==> config.mk <==
export PLATFORM = sky130hd
export DESIGN_NAME = tlb_lookup_fifo_fill
export DESIGN_NICKNAME = d
export VERILOG_FILES = /design/src/hdl/tlb_pkg.sv /design/src/hdl/tlb_ram.sv /design/src/hdl/tlb_controller.sv /design/src/hdl/tlb_datapath.sv /design/src/hdl/tlb_lookup_fifo_fill.sv
export SDC_FILE = /design/constraint.sdc
export NUM_CORES = 2
export LEC_CHECK = 0
export ABC_AREA = 1
export BUFFER_PORTS_ARGS = -buffer_cell sky130_fd_sc_hd__buf_2
export CAP_MARGIN = 5
export CORE_MARGIN = 4
export CORE_UTILIZATION = 50
export CTS_CLUSTER_DIAMETER = 200
export DETAILED_ROUTE_END_ITERATION = 16
export PLACE_DENSITY = 0.66
export SETUP_SLACK_MARGIN = 0.2
export SYNTH_ARGS = -nofsm -noshare
export SYNTH_HDL_FRONTEND = slang
export SYNTH_SLANG_ARGS = --single-unit
==> constraint.sdc <==
create_clock -name clk -period 7.3 [get_ports clk]
set_input_delay 0.73 -clock clk [delete_from_list [all_inputs] [get_ports clk]]
set_output_delay 0.73 -clock clk [all_outputs]
set_load 0.03 [all_outputs]
==> src/hdl/tlb_pkg.sv <==
// Shared types and codes for the fully associative TLB with FIFO replacement.
package tlb_pkg;

  localparam logic ACT_LOOKUP = 1'b0;
  localparam logic ACT_FILL   = 1'b1;

  localparam int ADDR_W = 32;
  localparam int TIME_W = 32;
  localparam int SLOT_W = 4;

  typedef enum logic [2:0] {
    ST_IDLE,
    ST_MATCH,
    ST_RESULT,
    ST_FILL,
    ST_SCAN,
    ST_WRITE
  } state_t;

  typedef struct packed {
    logic load;
    logic match;
    logic emit;
    logic pick_free;
    logic scan_start;
    logic scan;
    logic write;
  } cmd_t;

  typedef struct packed {
    logic has_free;
    logic scan_done;
  } status_t;

endpackage

==> src/hdl/tlb_ram.sv <==
// Generic single-write, single-read RAM with a registered read port.
module tlb_ram #(
  parameter int WIDTH = 32,
  parameter int DEPTH = 16
) (
  input  logic                                     clk,
  input  logic                                     we,
  input  logic [(DEPTH > 1 ? $clog2(DEPTH) : 1)-1:0] waddr,
  input  logic [WIDTH-1:0]                         wdata,
  input  logic [(DEPTH > 1 ? $clog2(DEPTH) : 1)-1:0] raddr,
  output logic [WIDTH-1:0]                         rdata
);

  logic [WIDTH-1:0] mem [DEPTH];

  always_ff @(posedge clk) begin
    if (we) begin
      mem[waddr] <= wdata;
    end
    rdata <= mem[raddr];
  end

endmodule

==> src/hdl/tlb_controller.sv <==
// Control state machine that sequences lookups, free-slot fills and the oldest-entry scan.
module tlb_controller (
  input  logic              clk,
  input  logic              rst,
  input  logic              start,
  input  logic              action,
  input  tlb_pkg::status_t  status,
  output tlb_pkg::cmd_t     cmd,
  output logic              busy
);

  tlb_pkg::state_t state;
  tlb_pkg::state_t state_next;

  always_ff @(posedge clk) begin
    if (rst) begin
      state <= tlb_pkg::ST_IDLE;
    end else begin
      state <= state_next;
    end
  end

  always_comb begin
    state_next = state;
    case (state)
      tlb_pkg::ST_IDLE: begin
        if (start) begin
          state_next = (action == tlb_pkg::ACT_FILL) ? tlb_pkg::ST_FILL : tlb_pkg::ST_MATCH;
        end
      end
      tlb_pkg::ST_MATCH:  state_next = tlb_pkg::ST_RESULT;
      tlb_pkg::ST_RESULT: state_next = tlb_pkg::ST_IDLE;
      tlb_pkg::ST_FILL: begin
        state_next = status.has_free ? tlb_pkg::ST_WRITE : tlb_pkg::ST_SCAN;
      end
      tlb_pkg::ST_SCAN: begin
        if (status.scan_done) begin
          state_next = tlb_pkg::ST_WRITE;
        end
      end
      tlb_pkg::ST_WRITE:  state_next = tlb_pkg::ST_IDLE;
      default:            state_next = tlb_pkg::ST_IDLE;
    endcase
  end

  always_comb begin
    cmd  = '0;
    busy = 1'b1;
    case (state)
      tlb_pkg::ST_IDLE: begin
        busy     = 1'b0;
        cmd.load = start;
      end
      tlb_pkg::ST_MATCH:  cmd.match = 1'b1;
      tlb_pkg::ST_RESULT: cmd.emit = 1'b1;
      tlb_pkg::ST_FILL: begin
        cmd.pick_free  = status.has_free;
        cmd.scan_start = ~status.has_free;
      end
      tlb_pkg::ST_SCAN:   cmd.scan = 1'b1;
      tlb_pkg::ST_WRITE:  cmd.write = 1'b1;
      default:            busy = 1'b1;
    endcase
  end

endmodule

==> src/hdl/tlb_datapath.sv <==
// Entry storage, tag compare, victim scan and result registers of the TLB.
module tlb_datapath #(
  parameter int TLB_ENTRIES = 16,
  parameter int PAGE_SIZE   = 1024
) (
  input  logic                        clk,
  input  logic                        rst,
  input  tlb_pkg::cmd_t               cmd,
  output tlb_pkg::status_t            status,
  input  logic                        action,
  input  logic [tlb_pkg::ADDR_W-1:0]  virtual_address,
  input  logic [tlb_pkg::ADDR_W-1:0]  physical_address,
  input  logic [tlb_pkg::TIME_W-1:0]  timestamp,
  output logic                        done,
  output logic                        hit,
  output logic [tlb_pkg::ADDR_W-1:0]  translated_address,
  output logic [tlb_pkg::SLOT_W-1:0]  slot_written
);

  // The page size is a power of two, so the page number and offset are bit fields.
  localparam int OFF_W  = $clog2(PAGE_SIZE);
  localparam int PAGE_W = tlb_pkg::ADDR_W - OFF_W;
  localparam int IDX_W  = (TLB_ENTRIES > 1) ? $clog2(TLB_ENTRIES) : 1;
  localparam int CNT_W  = $clog2(TLB_ENTRIES + 1);
  localparam logic [CNT_W-1:0] CNT_END = CNT_W'(TLB_ENTRIES);
  localparam int SLOT_W_EXT = tlb_pkg::SLOT_W + IDX_W;

  logic                      req_action;
  logic [PAGE_W-1:0]         req_page;
  logic [OFF_W-1:0]          req_offset;
  logic [PAGE_W-1:0]         req_frame;
  logic [tlb_pkg::TIME_W-1:0] req_time;

  logic [TLB_ENTRIES-1:0]    valid;
  logic [PAGE_W-1:0]         page [TLB_ENTRIES];

  logic                      match_any;
  logic [IDX_W-1:0]          match_idx;
  logic                      free_any;
  logic [IDX_W-1:0]          free_idx;

  logic                      hit_reg;
  logic [IDX_W-1:0]          victim;
  logic [CNT_W-1:0]          cnt;
  logic                      pend;
  logic [IDX_W-1:0]          pend_idx;
  logic                      have_best;
  logic [tlb_pkg::TIME_W-1:0] best_time;

  logic [PAGE_W-1:0]         frame_rd;
  logic [tlb_pkg::TIME_W-1:0] time_rd;
  logic [SLOT_W_EXT-1:0]     slot_ext;

  always_comb begin
    match_any = 1'b0;
    match_idx = '0;
    free_any  = 1'b0;
    free_idx  = '0;
    for (int i = TLB_ENTRIES - 1; i >= 0; i--) begin
      if (valid[i] && (page[i] == req_page)) begin
        match_any = 1'b1;
        match_idx = IDX_W'(i);
      end
      if (!valid[i]) begin
        free_any = 1'b1;
        free_idx = IDX_W'(i);
      end
    end
  end

  assign status.has_free  = free_any;
  assign status.scan_done = (cnt == CNT_END) && !pend;
  assign slot_ext         = {{tlb_pkg::SLOT_W{1'b0}}, victim};

  tlb_ram #(
    .WIDTH (PAGE_W),
    .DEPTH (TLB_ENTRIES)
  ) u_frame_ram (
    .clk   (clk),
    .we    (cmd.write),
    .waddr (victim),
    .wdata (req_frame),
    .raddr (match_idx),
    .rdata (frame_rd)
  );

  tlb_ram #(
    .WIDTH (tlb_pkg::TIME_W),
    .DEPTH (TLB_ENTRIES)
  ) u_time_ram (
    .clk   (clk),
    .we    (cmd.write),
    .waddr (victim),
    .wdata (req_time),
    .raddr (cnt[IDX_W-1:0]),
    .rdata (time_rd)
  );

  always_ff @(posedge clk) begin
    if (cmd.load) begin
      req_action <= action;
      req_page   <= virtual_address[tlb_pkg::ADDR_W-1:OFF_W];
      req_offset <= virtual_address[OFF_W-1:0];
      req_frame  <= physical_address[tlb_pkg::ADDR_W-1:OFF_W];
      req_time   <= timestamp;
    end
    if (cmd.match) begin
      hit_reg <= match_any && (req_action == tlb_pkg::ACT_LOOKUP);
    end
    if (cmd.pick_free) begin
      victim <= free_idx;
    end
    if (cmd.scan && pend && (!have_best || (time_rd < best_time))) begin
      best_time <= time_rd;
      victim    <= pend_idx;
    end
    if (cmd.scan && (cnt != CNT_END)) begin
      pend_idx <= cnt[IDX_W-1:0];
    end
    if (cmd.write) begin
      page[victim] <= req_page;
    end
    if (cmd.emit) begin
      hit                <= hit_reg;
      translated_address <= hit_reg ? {frame_rd, req_offset} : '0;
      slot_written       <= '0;
    end else if (cmd.write) begin
      hit                <= 1'b0;
      translated_address <= '0;
      slot_written       <= slot_ext[tlb_pkg::SLOT_W-1:0];
    end
  end

  always_ff @(posedge clk) begin
    if (rst) begin
      valid     <= '0;
      done      <= 1'b0;
      cnt       <= '0;
      pend      <= 1'b0;
      have_best <= 1'b0;
    end else begin
      done <= cmd.emit | cmd.write;
      if (cmd.write) begin
        valid[victim] <= 1'b1;
      end
      if (cmd.scan_start) begin
        cnt       <= '0;
        pend      <= 1'b0;
        have_best <= 1'b0;
      end else if (cmd.scan) begin
        if (cnt != CNT_END) begin
          pend <= 1'b1;
          cnt  <= CNT_W'(cnt + 1'b1);
        end else begin
          pend <= 1'b0;
        end
        if (pend) begin
          have_best <= 1'b1;
        end
      end
    end
  end

endmodule

==> src/hdl/tlb_lookup_fifo_fill.sv <==
// Top level of the fully associative TLB with FIFO replacement.
//
// A request is taken at a rising edge where start is high and busy is low.
// The action port selects a lookup or a fill; virtual_address, physical_address
// and timestamp travel with it. Every request gives exactly one result, shown
// for one cycle with done high, together with hit, translated_address and
// slot_written. The receiver cannot stall, so a result is simply presented.
// A lookup compares all tags in parallel in state MATCH, reads the frame from
// a small RAM and registers its result in state RESULT; busy is high in both
// states. A fill into a free entry goes through FILL and WRITE. When every entry
// is valid, a fill reads the fill dates one per cycle from the date RAM to find
// the oldest entry in state SCAN before WRITE. The next request may be taken in
// the cycle its result is shown.
// Reset clears all valid bits and the controller; no clearing pass is needed.
// PAGE_SIZE must be a power of two.
module tlb_lookup_fifo_fill #(
  parameter int TLB_ENTRIES = 16,
  parameter int PAGE_SIZE   = 1024
) (
  input  logic                        clk,
  input  logic                        rst,
  input  logic                        start,
  output logic                        busy,
  input  logic                        action,
  input  logic [tlb_pkg::ADDR_W-1:0]  virtual_address,
  input  logic [tlb_pkg::ADDR_W-1:0]  physical_address,
  input  logic [tlb_pkg::TIME_W-1:0]  timestamp,
  output logic                        done,
  output logic                        hit,
  output logic [tlb_pkg::ADDR_W-1:0]  translated_address,
  output logic [tlb_pkg::SLOT_W-1:0]  slot_written
);

  tlb_pkg::cmd_t    cmd;
  tlb_pkg::status_t status;

  tlb_controller u_ctrl (
    .clk    (clk),
    .rst    (rst),
    .start  (start),
    .action (action),
    .status (status),
    .cmd    (cmd),
    .busy   (busy)
  );

  tlb_datapath #(
    .TLB_ENTRIES (TLB_ENTRIES),
    .PAGE_SIZE   (PAGE_SIZE)
  ) u_dp (
    .clk                (clk),
    .rst                (rst),
    .cmd                (cmd),
    .status             (status),
    .action             (action),
    .virtual_address    (virtual_address),
    .physical_address   (physical_address),
    .timestamp          (timestamp),
    .done               (done),
    .hit                (hit),
    .translated_address (translated_address),
    .slot_written       (slot_written)
  );

endmodule
==> impl_metrics.yaml <==
global_routing:
  grt_usage: 0.232
  grt.met3_usage: 0.0403
  grt_pass1_vias: 34400
  grt.busiest_layer: "met2"
  antenna_found_initial: 1
  use_met2: 0.379
  grt_pass1_wl_um: 213000
  grt_start_max_net_pins: 103
  use_met1: 0.320
  grt.overflow.total: 0
cts:
  cts_buffers: 150
  holdBufCountCts: 0
  post_cts_resized: 0
  clockBufferDepth: 3
  insertion_delay_ps: 750
  cts_tree: "yes"
  path_clk_slew_ps: 60
  clock_sinks: 1462
  root_buffer: "clkbuf_16"
  cts_setup_buffers: 0
  cts_max_level: 4
floorplanning:
  io_pins: 139
  row_count: 124
  die-area_sq_mm: 0.121
  die_x_um: 348
  die_h_um: 348
  start_util: 0.505
  fp.coreArea_sq_mm: 0.115
worst_setup_path:
  max_stage_delay_ps: 1060
  path_common_cell: "nand2_1"
  critPathSlowestCell: "edfxtp_1"
  cp_max_fo: 83
  crit_arrival_ps: 5940
  crit_required_ps: 7980
  cp-start-kind: "flip-flop"
  crit_path_end_kind: "flip-flop"
  criticalPathCategory: "flip-flop to flip-flop"
synth:
  synth_cells: 4534
  synthTopCellsByArea: "edfxtp_1, nand2_1, dfxtp_1"
  yosysSeqAreaShare: 0.744
  synth_fp_nets: 4667
  yosys_warnings: 0
  synth_seq_cells: 1462
  synth.largest_area_cell: "edfxtp_1"
  synth_cell_types: 49
  synth_top_cell_area_share: 0.714
  synth_area_sq_mm: 0.0579
  syn_area_per_cell_sq_um: 12.8
timing:
  max_freq_ghz: 0.190
  setup_viol: 0
  rsz0062_at_grt: "false"
  maxSlewViolCount: 0
  final.period_utilization: 0.721
  layout_min_cycle_time_ps: 5270
  tightest_slew_ps: 1140
  holdWs_ps: 160
  relSlewSlack: 0.238
  finalHoldViolations: 0
  fin_worst_skew_ps: 32.8
  fin_tns_setup_ps: 0
placed_design:
  dpl.hpwl_um: 72400
  io_buffer_count: 128
  globalplace.congestion: 0.816
cells_and_area:
  final_nets: 4791
  top_regs: "u_dp.u_time_ram.mem (512), u_dp.page (352), u_dp.u_frame_ram.mem (352)"
  flow.area_growth_from_synthesis_pct: 12.0
  top_register: "u_dp.u_time_ram.mem"
  fillerInstances: 9073
  drive_above_1_share: 0.101
  post-route-util: 0.566
  largest_reg_flops: 512
route:
  drtIter0Drc: 3873
  via_per_inst: 5.70
  first_pass_iters: 6
  vias: 35900
  wl_um: 142000
  post_drt_wl_per_cell_um: 22.6
  ant_nets: 0
  route.detailed.drc: 0
worst_hold_path:
  hp-class: "primary input to flip-flop"
pwr:
  power_mw: 17.9
  powerDensity_mw_per_mm2: 276
  peakVddDrop_v: 0.000271
  p_leak_nw: 23.0
job:
  max-cap-violations: 0
status:
  status: "finished clean"
[final timing paths]
check | from | to | slack [ps] | cells past startpoint
max | u_dp.req_page[20]$_DFFE_PP_ | u_dp.u_frame_ram.rdata[21]$_DFF_P_ | 2030 | 29
min | virtual_address[15] | u_dp.req_page[5]$_DFFE_PP_ | 160 | 1
max reg2reg | u_dp.req_page[20]$_DFFE_PP_ | u_dp.u_frame_ram.rdata[21]$_DFF_P_ | 2030 | 29
min reg2reg | u_dp.u_time_ram.rdata[18]$_DFF_P_ | u_dp.best_time[18]$_DFFE_PP_ | 440 | 0
[area by class of cell]
cell class / instances / area [sq um] / share of cell area
sequential: 1462 / 43100 / 0.664
multi-input combinational: 2653 / 13100 / 0.202
clock buffer: 214 / 4260 / 0.0657
tap: 1512 / 1890 / 0.0292
timing repair buffer: 211 / 1330 / 0.0204
inverter: 180 / 682 / 0.0105
clock inverter: 65 / 544 / 0.00839
antenna: 1 / 2.50 / 0.0000386
[synthesized netlist by cell type, drive strengths merged]
library cell,number
a21oi,39
nand2,965
a221o,1
a31oi,3
clkbuf,129
edfxtp,1377
a22o,18
a211oi,13
nand3,330
o21bai,1
ha,33
a31o,1
o2111ai,11
nor3b,1
inv,179
nor2,447
nor4,32
buf,110
nand4,57
nor3,11
or2,8
o21ai,342
a21o,1
nor4b,2
xor2,68
and3,3
xnor2,64
o211ai,5
o21a,1
dfxtp,85
o31ai,3
o221a,1
o221ai,2
a221oi,14
clkinv,1
o22ai,172
a2111oi,3
a41oi,1
[per-layer routing]
layer  part of all wire  vias up  wire length, um
li1                   -    16500                -
met1               0.42    17600            59100
met2               0.47     1513            67500
met3              0.081      291            11500
met4              0.030        0             4210
met5                  0        -                0
[stage by stage]
step                worst slack (ps)  cells  cell area [sq um]
global route                    1540   6297              64900
CTS                             2050   6297              64900
global placement                2140   6018              60100
floorplan                       2310   4534              57900
detailed placement              2060   6018              60100
finish                          2030   6298              64900
[cell families after synthesis]
family	Yosys count	share of synthesized area
AOI/OAI and AO/OA	632	0.0630
xor gates and xnor gates	132	0.0200
adders and majority gates	33	0.00713
buffers and inverters	419	0.0335
DFF	1462	0.744
and+or+nand+nor	1856	0.133
[critical path: cells and delay by family (launching register included)]
kind                   cells  cell delay, ps
buffers and inverters      2             780
DFF                        1            1060
and+or+nand+nor           27            3280
[power breakdown]
part | total [mW] | internal, mW | switching, mW
logic | 0.793 | 0.204 | 0.589
registers | 9.65 | 9.44 | 0.208
clock network | 7.45 | 4.32 | 3.13
[layout by cell type (no fill, tap or decap), types with 42 or more instances in the layout]
cell / synthesis / final
nand3_1: 330 / 330
xnor2_1: 64 / 64
xor2_1: 68 / 68
nand4_1: 56 / 56
o22ai_1: 172 / 172
buf_4: 35 / 78
nand2_1: 961 / 960
edfxtp_1: 1377 / 1377
nor2_1: 447 / 427
clkbuf_16: 0 / 154
o21ai_0: 331 / 331
clkbuf_1: 129 / 42
inv_1: 161 / 159
dfxtp_1: 85 / 83
buf_2: 43 / 128
No activity file was read; power rests on OpenSTA's default activity.
